## src/sv/rip_pkg.sv

```systemverilog
// ----------------------------------------------------------------------------
// rip_pkg: shared types and constants of the radix integer parser.
// Holds the item structs, the parse state record, phase and status codes.
// ----------------------------------------------------------------------------
package rip_pkg;

    localparam int COUNT_W = 16;

    typedef logic [COUNT_W-1:0] t_count;

    typedef enum logic [2:0] {
        PH_SPACE,
        PH_SIGNED,
        PH_LEADZERO,
        PH_DIGITS,
        PH_DONE
    } t_phase;

    typedef enum logic [1:0] {
        ST_OK       = 2'd0,
        ST_NO_DIGIT = 2'd1,
        ST_OVERFLOW = 2'd2,
        ST_BAD_RADIX = 2'd3
    } t_status;

    typedef struct packed {
        logic [7:0] char_in;
        logic       start_req;
    } t_in_item;

    typedef struct packed {
        logic [63:0] value;
        t_count      consumed;
        logic [1:0]  status;
    } t_out_item;

    typedef struct packed {
        t_phase      phase;
        logic [63:0] acc;
        logic        negative;
        logic        seen_digit;
        logic        overflowed;
        logic [5:0]  eff_radix;
        t_count      char_count;
        t_count      end_count;
    } t_parse;

    localparam t_parse PARSE_CLEAR = '{
        phase:      PH_SPACE,
        acc:        64'd0,
        negative:   1'b0,
        seen_digit: 1'b0,
        overflowed: 1'b0,
        eff_radix:  6'd0,
        char_count: '0,
        end_count:  '0
    };

    localparam logic [5:0] RADIX_RESET = 6'd10;

endpackage

```

## src/sv/radix_integer_parser_core.sv

```systemverilog
// ----------------------------------------------------------------------------
// radix_integer_parser_core: streaming unsigned 64-bit parser, radix 0 (automatic) or 2..36.
// Path: a character enters the input register, and its result leaves from the result register.
// Throughput: one character per cycle unless the result side stalls; the step
// logic (one 64 by 6 bit multiply-add and its carry check) sets the clock period.
// Reset: synchronous, active low; empties both registers, radix returns to 10.
// ----------------------------------------------------------------------------
module radix_integer_parser_core (
    input  logic               i_clk,
    input  logic               i_rst_n,
    input  logic               i_cfg_we,
    input  logic [5:0]         i_cfg_wdata,
    input  logic               i_in_valid,
    output logic               o_in_ready,
    input  rip_pkg::t_in_item  i_in_item,
    output logic               o_out_valid,
    input  logic               i_out_ready,
    output rip_pkg::t_out_item o_out_item
);
    import rip_pkg::*;

    // Input register: holds one accepted character until the step logic
    // can take it. The step fires whenever the result register is free or
    // is being emptied in the same cycle, so a full pipe still moves one
    // item per cycle.
    logic      r_in_vld;
    t_in_item  r_in;
    logic      step_go;

    // Parse state carried from one character to the next.
    t_parse    r_state;
    t_parse    n_state;
    logic      step_emit;
    t_out_item step_result;

    // Radix register, sampled by the step logic while skipping whitespace.
    logic [5:0] r_radix;

    // Result register.
    logic      r_out_vld;
    t_out_item r_out;

    assign step_go    = r_in_vld && (!r_out_vld || i_out_ready);
    assign o_in_ready = !r_in_vld || step_go;

    rip_step u_step (
        .i_state  (r_state),
        .i_item   (r_in),
        .i_radix  (r_radix),
        .o_state  (n_state),
        .o_emit   (step_emit),
        .o_result (step_result)
    );

    always_ff @(posedge i_clk) begin
        if (!i_rst_n) begin
            r_in_vld  <= 1'b0;
            r_out_vld <= 1'b0;
            r_state   <= PARSE_CLEAR;
            r_radix   <= RADIX_RESET;
        end else begin
            if (i_cfg_we) begin
                r_radix <= i_cfg_wdata;
            end

            if (o_in_ready) begin
                r_in_vld <= i_in_valid;
            end

            if (step_go) begin
                r_state <= n_state;
            end

            // A new result loads only into an empty or draining register.
            if (step_go && step_emit) begin
                r_out_vld <= 1'b1;
            end else if (i_out_ready) begin
                r_out_vld <= 1'b0;
            end
        end

        // Payload registers need no reset.
        if (o_in_ready && i_in_valid) begin
            r_in <= i_in_item;
        end
        if (step_go && step_emit) begin
            r_out <= step_result;
        end
    end

    assign o_out_valid = r_out_vld;
    assign o_out_item  = r_out;

    // An invalid radix ends the parse with nothing consumed.
    a_bad_radix_empty: assert property (@(posedge i_clk) disable iff (!i_rst_n)
        (r_out_vld && r_out.status == ST_BAD_RADIX) |-> (r_out.value == 64'd0
            && r_out.consumed == '0))
        else $error("invalid radix result carries a value or a count");

    // A parse without digits reports zero and consumes nothing.
    a_no_digit_empty: assert property (@(posedge i_clk) disable iff (!i_rst_n)
        (r_out_vld && r_out.status == ST_NO_DIGIT) |-> (r_out.value == 64'd0
            && r_out.consumed == '0))
        else $error("no-digit result carries a value or a count");

    // Overflow saturates the value and always counts at least one digit.
    a_overflow_sat: assert property (@(posedge i_clk) disable iff (!i_rst_n)
        (r_out_vld && r_out.status == ST_OVERFLOW) |-> (r_out.value == '1
            && r_out.consumed != '0))
        else $error("overflow result is not saturated");

    // The input register only stalls while it holds an item.
    a_stall_has_item: assert property (@(posedge i_clk) disable iff (!i_rst_n)
        !o_in_ready |-> (r_in_vld && r_out_vld && !i_out_ready))
        else $error("input stalled without a blocked item");

endmodule

```

## src/sv/rip_step.sv

```systemverilog
// ----------------------------------------------------------------------------
// rip_step: one character step of the parser.
// Computes the next parse state and, when the parse ends, the result item.
// ----------------------------------------------------------------------------
module rip_step (
    input  rip_pkg::t_parse    i_state,
    input  rip_pkg::t_in_item  i_item,
    input  logic [5:0]         i_radix,
    output rip_pkg::t_parse    o_state,
    output logic               o_emit,
    output rip_pkg::t_out_item o_result
);
    import rip_pkg::*;

    localparam logic [7:0] CH_MINUS = 8'h2D;
    localparam logic [7:0] CH_PLUS  = 8'h2B;
    localparam logic [7:0] CH_ZERO  = 8'h30;
    localparam logic [7:0] CH_NINE  = 8'h39;
    localparam logic [7:0] CH_UA    = 8'h41;
    localparam logic [7:0] CH_UZ    = 8'h5A;
    localparam logic [7:0] CH_LA    = 8'h61;
    localparam logic [7:0] CH_LZ    = 8'h7A;
    localparam logic [7:0] CH_UX    = 8'h58;
    localparam logic [7:0] CH_LX    = 8'h78;
    localparam logic [7:0] CH_SPACE = 8'h20;
    localparam logic [7:0] CH_TAB   = 8'h09;
    localparam logic [7:0] CH_CR    = 8'h0D;
    localparam logic [7:0] UPPER_OFS = 8'h37;
    localparam logic [7:0] LOWER_OFS = 8'h57;
    localparam logic [5:0] RADIX_MAX = 6'd36;
    localparam logic [5:0] RADIX_OCT = 6'd8;
    localparam logic [5:0] RADIX_DEC = 6'd10;
    localparam logic [5:0] RADIX_HEX = 6'd16;

    // Digit value of a character; RADIX_MAX marks a non-digit.
    function automatic logic [5:0] digit_of(input logic [7:0] c);
        logic [5:0] d;
        d = RADIX_MAX;
        if (c >= CH_ZERO && c <= CH_NINE) begin
            d = 6'(c - CH_ZERO);
        end else if (c >= CH_UA && c <= CH_UZ) begin
            d = 6'(c - UPPER_OFS);
        end else if (c >= CH_LA && c <= CH_LZ) begin
            d = 6'(c - LOWER_OFS);
        end
        return d;
    endfunction

    function automatic t_count bump(input t_count n);
        return (n == '1) ? n : t_count'(n + 1'b1);
    endfunction

    t_parse      s;
    t_parse      ns;
    logic [7:0]  c;
    logic [5:0]  dg;
    logic        is_space;
    logic        do_after;
    logic        do_take;
    logic [69:0] prod;

    always_comb begin
        s        = i_item.start_req ? PARSE_CLEAR : i_state;
        ns       = s;
        c        = i_item.char_in;
        dg       = digit_of(c);
        is_space = (c == CH_SPACE) || (c >= CH_TAB && c <= CH_CR);
        do_after = 1'b0;
        do_take  = 1'b0;
        prod     = '0;
        o_emit   = 1'b0;
        o_result = '{value: 64'd0, consumed: '0, status: ST_OK};

        case (s.phase)
            PH_SPACE: begin
                ns.eff_radix = i_radix;
                if (i_radix == 6'd1 || i_radix > RADIX_MAX) begin
                    o_emit   = 1'b1;
                    o_result = '{value: 64'd0, consumed: '0, status: ST_BAD_RADIX};
                    ns.phase = PH_DONE;
                end else if (is_space) begin
                    ns.char_count = bump(ns.char_count);
                end else if (c == CH_MINUS || c == CH_PLUS) begin
                    ns.negative   = (c == CH_MINUS);
                    ns.char_count = bump(ns.char_count);
                    ns.phase      = PH_SIGNED;
                end else begin
                    do_after = 1'b1;
                end
            end
            PH_SIGNED: begin
                do_after = 1'b1;
            end
            PH_LEADZERO: begin
                if (c == CH_LX || c == CH_UX) begin
                    ns.char_count = bump(ns.char_count);
                    ns.eff_radix  = RADIX_HEX;
                    ns.phase      = PH_DIGITS;
                end else begin
                    if (ns.eff_radix == 6'd0) begin
                        ns.eff_radix = RADIX_OCT;
                    end
                    do_take = 1'b1;
                end
            end
            PH_DIGITS: begin
                do_take = 1'b1;
            end
            default: begin
            end
        endcase

        // A leading zero may open an octal or hex prefix.
        if (do_after) begin
            if (c == CH_ZERO && (ns.eff_radix == 6'd0 || ns.eff_radix == RADIX_HEX)) begin
                ns.char_count = bump(ns.char_count);
                ns.seen_digit = 1'b1;
                ns.acc        = 64'd0;
                ns.end_count  = ns.char_count;
                ns.phase      = PH_LEADZERO;
            end else begin
                if (ns.eff_radix == 6'd0) begin
                    ns.eff_radix = RADIX_DEC;
                end
                do_take = 1'b1;
            end
        end

        if (do_take) begin
            ns.phase = PH_DIGITS;
            if (dg >= ns.eff_radix) begin
                o_emit   = 1'b1;
                ns.phase = PH_DONE;
                if (ns.overflowed) begin
                    o_result = '{value: '1, consumed: ns.end_count, status: ST_OVERFLOW};
                end else if (!ns.seen_digit) begin
                    o_result = '{value: 64'd0, consumed: '0, status: ST_NO_DIGIT};
                end else begin
                    o_result = '{value: ns.negative ? 64'(-ns.acc) : ns.acc,
                                 consumed: ns.end_count, status: ST_OK};
                end
            end else begin
                ns.char_count = bump(ns.char_count);
                ns.seen_digit = 1'b1;
                ns.end_count  = ns.char_count;
                if (!ns.overflowed) begin
                    // Any bit above bit 63 of acc * radix + digit means overflow.
                    prod = ns.acc * ns.eff_radix + 70'(dg);
                    if (prod[69:64] != 6'd0) begin
                        ns.overflowed = 1'b1;
                        ns.acc        = '1;
                    end else begin
                        ns.acc = prod[63:0];
                    end
                end
            end
        end

        o_state = ns;
    end

endmodule

```

## config.mk

```make
export PLATFORM = sky130hd
export DESIGN_NAME = radix_integer_parser_core
export DESIGN_NICKNAME = d
export VERILOG_FILES = /design/src/sv/rip_pkg.sv /design/src/sv/radix_integer_parser_core.sv /design/src/sv/rip_step.sv
export SDC_FILE = /design/constraint.sdc
export NUM_CORES = 2
export LEC_CHECK = 0
export BUFFER_PORTS_ARGS = -buffer_cell sky130_fd_sc_hd__buf_2
export CAP_MARGIN = 0
export CELL_PAD_IN_SITES_DETAIL_PLACEMENT = 1
export CELL_PAD_IN_SITES_GLOBAL_PLACEMENT = 2
export CORE_MARGIN = 5
export CORE_UTILIZATION = 30
export CTS_CLUSTER_DIAMETER = 40
export DETAILED_ROUTE_END_ITERATION = 8
export PLACE_DENSITY = 0.69
export SLEW_MARGIN = 20
export SYNTH_ARGS = -nofsm -noshare
export SYNTH_HDL_FRONTEND = slang
export SYNTH_SLANG_ARGS = --single-unit
```

## constraint.sdc

```tcl
create_clock -name i_clk -period 18.8 [get_ports i_clk]
set_input_delay 3.76 -clock i_clk [delete_from_list [all_inputs] [get_ports i_clk]]
set_output_delay 3.76 -clock i_clk [all_outputs]
set_load 0.02 [all_outputs]
```

==> reports/results.ini <==
[run_status]
status=finished, final reports clean

[synthesis]
ys_warn_count=0
synth_top_cell_area_share=0.1917
synth-edff-count=91
ys_ff_latch=207
synthArstFlopShare=0
yosysTopAreaCell=fa_1
syn_area_per_cell_sq_um=8.415
synth_ff_type=dfxtp_1
yosys-top-cells-area=fa_1, edfxtp_1, dfxtp_1
synth_cells=3128
syn_area_sq_um=26320
yosysUniqueCellTypes=102
yosysSeqAreaShare=0.1920
syn_nets=3565

[cts]
postCtsSetupRepairBufs=0
tritoncts=built
clkLatencyLatePin_ns=0.64
cts_sinks=207
cts_resized=0
cts.clk_slew.worst_paths_ns=0.05
clk_path_buf_depth=3
cts-buffers-inserted=60
htreeDepth=2
ctsHoldBuffers=0
root_buffer=clkbuf_16

[sta]
tns_ns=0
hold_viol_final=0
rsz0062_at_grt=no
period_needed_ns=12.18
fmax_mhz=82.11
fin_skew_ns=0.04016
setup_viol=0
worst_slew_pin_slew_ns=1.099
slew_violations=0
max-slew-margin-rel=0.2582
fin_crit_sh=0.6478

[detailed_routing]
wl_per_cell_um=25.62
viasPerCell=5.683
firstDrtPassIters=5
finalWirelength_mm=110.7
vias=24555
drc_errors=0
drt_iter0_drc=1390
drtAntennaViolNets=0

[hold_path]
whs_path_depth=2
min_path_type=reg2reg

[finish]
fillCellCount=10121
synthToLayoutAreaGrowth_pct=14.23
nNetsFinal=3551
mostFrequentLayoutCell=nor2_1
mostFrequentLayoutCells=nor2_1, fa_1, nand2_1
final_core_util=0.3461
drive_gt1_frac=0.1109
antennaDiodeCount=0
area.sequential_sq_um=5055
multi_input_area_sq_um=20120
fin_cells=4321

[worst_setup_path]
crit_slowest_cell=inv_2
crit_arrival_ns=12.67
slowest_delay_ns=0.92
worst_path_most_repeated_cell=inv_1
worstSetupStartpointType=flip-flop
setup.worst_path.end_class=flip-flop
cp_max_fo=31
reg2reg_depth=34
cp.required_ns=19.29
worstSetupPathType=reg2reg

[die]
dieArea_sq_um=93770
ioPinCount=104
die_x_um=306.2
start_util=0.3029
fp.dieH_um=306.2
core_area_sq_um=86890
core.rowCount=108

[power_and_ir_drop]
powerDensity_nw_per_um2=67.32
power.leakage_nw=13.19
power_mw=2.024
peakVddDrop_v=0.00006859

[global_routing]
grt_pass1_vias=26785
antenna_found_initial=3
grt_max_degree=139
grt_pass1_wl_mm=170.7
track_usage=0.2318
grt_overflow=0

[placed_design]
numPortBuffers=103
gp_congestion=0.9292
hpwl_mm=82.61
dp.cells=4206

[job]
maxCapViolCount=0

## stage by stage
stage	hold slack (ns)	setup slack [ns]	cell area (sq um)
final	0.4669	6.621	30070
after global placement	0.4470	7.467	27890
after global routing	0.5021	5.923	30070
after detailed placement	0.4539	6.906	27890
after CTS	0.4648	6.780	30060
after floorplan	0.4324	9.453	26320
## cells by family (layout without fill, tap and decap cells)
family | after synthesis | count (layout) | synth area share
AO/OA/AOI/OAI | 820 | 820 | 0.2030
buffers and inverters | 332 | 370 | 0.04853
multiplexers | 29 | 29 | 0.01155
flip-flops | 207 | 207 | 0.1920
AND/OR/NAND/NOR | 1200 | 1200 | 0.2339
adder cells (fa/ha/maj) | 417 | 417 | 0.2701
XOR/XNOR | 123 | 123 | 0.04093
## where the power goes
part           switching, mW  internal (mW)
clock network          0.349          0.749
registers             0.0362          0.496
logic                  0.280          0.114
## final timing paths
kind / startpoint / endpoint / slack [ns]
max: r_in[5]$_DFFE_PP_ / r_state[63]$_SDFFE_PN0P_ / 6.62
min: r_state[14]$_SDFFE_PN0P_ / r_state[14]$_SDFFE_PN0P_ / 0.47
max reg2reg: r_in[5]$_DFFE_PP_ / r_state[63]$_SDFFE_PN0P_ / 6.62
min reg2reg: r_state[14]$_SDFFE_PN0P_ / r_state[14]$_SDFFE_PN0P_ / 0.47
## sequential cells by signal, indices dropped and copies added (netlist names)
register     count
r_state        108
o_out_item      82
r_in             9
r_radix          6
o_out_valid      1
r_in_vld         1
## synth_stat cells, types with 36 or more instances
cell type and number:
a21o_1 72, a21oi_1 244, a31oi_1 68, and2_1 241
and3_1 42, clkbuf_1 198, dfxtp_1 116, edfxtp_1 91
fa_1 252, ha_1 165, inv_1 103, nand2_1 251
nand3_1 74, nand4_1 36, nor2_1 303, nor3_1 68
o21ai_0 167, xnor2_1 72, xor2_1 51
## metal layers
layer  vias to the layer above  global-route usage  part of all wire
met5                         -                   0                 0
met4                         0             0.07307             0.035
met3                       204             0.03258             0.043
met2                       653              0.3976              0.48
met1                     12594              0.3037              0.44
li1                      11104                   -                 -
## critical path, delay by kind of cell, from the launching register on
family | cells | cell delay [ns]
AO/OA/AOI/OAI | 10 | 3.63
AND/OR/NAND/NOR | 9 | 2.92
adder cells (fa/ha/maj) | 6 | 2.74
buffers and inverters | 8 | 2.05
flip-flops | 1 | 0.48
XOR/XNOR | 1 | 0.18
## area by class of cell
type,instances,share of cell area
clock buffers,65,0.05197
clock inverters,49,0.02018
inverters,107,0.01344
multi-input cells,2589,0.6692
flip-flops and latches,207,0.1681
well taps,1155,0.04806
repair buffers,149,0.02904
Note: power is estimated with default switching activity, not from simulation.
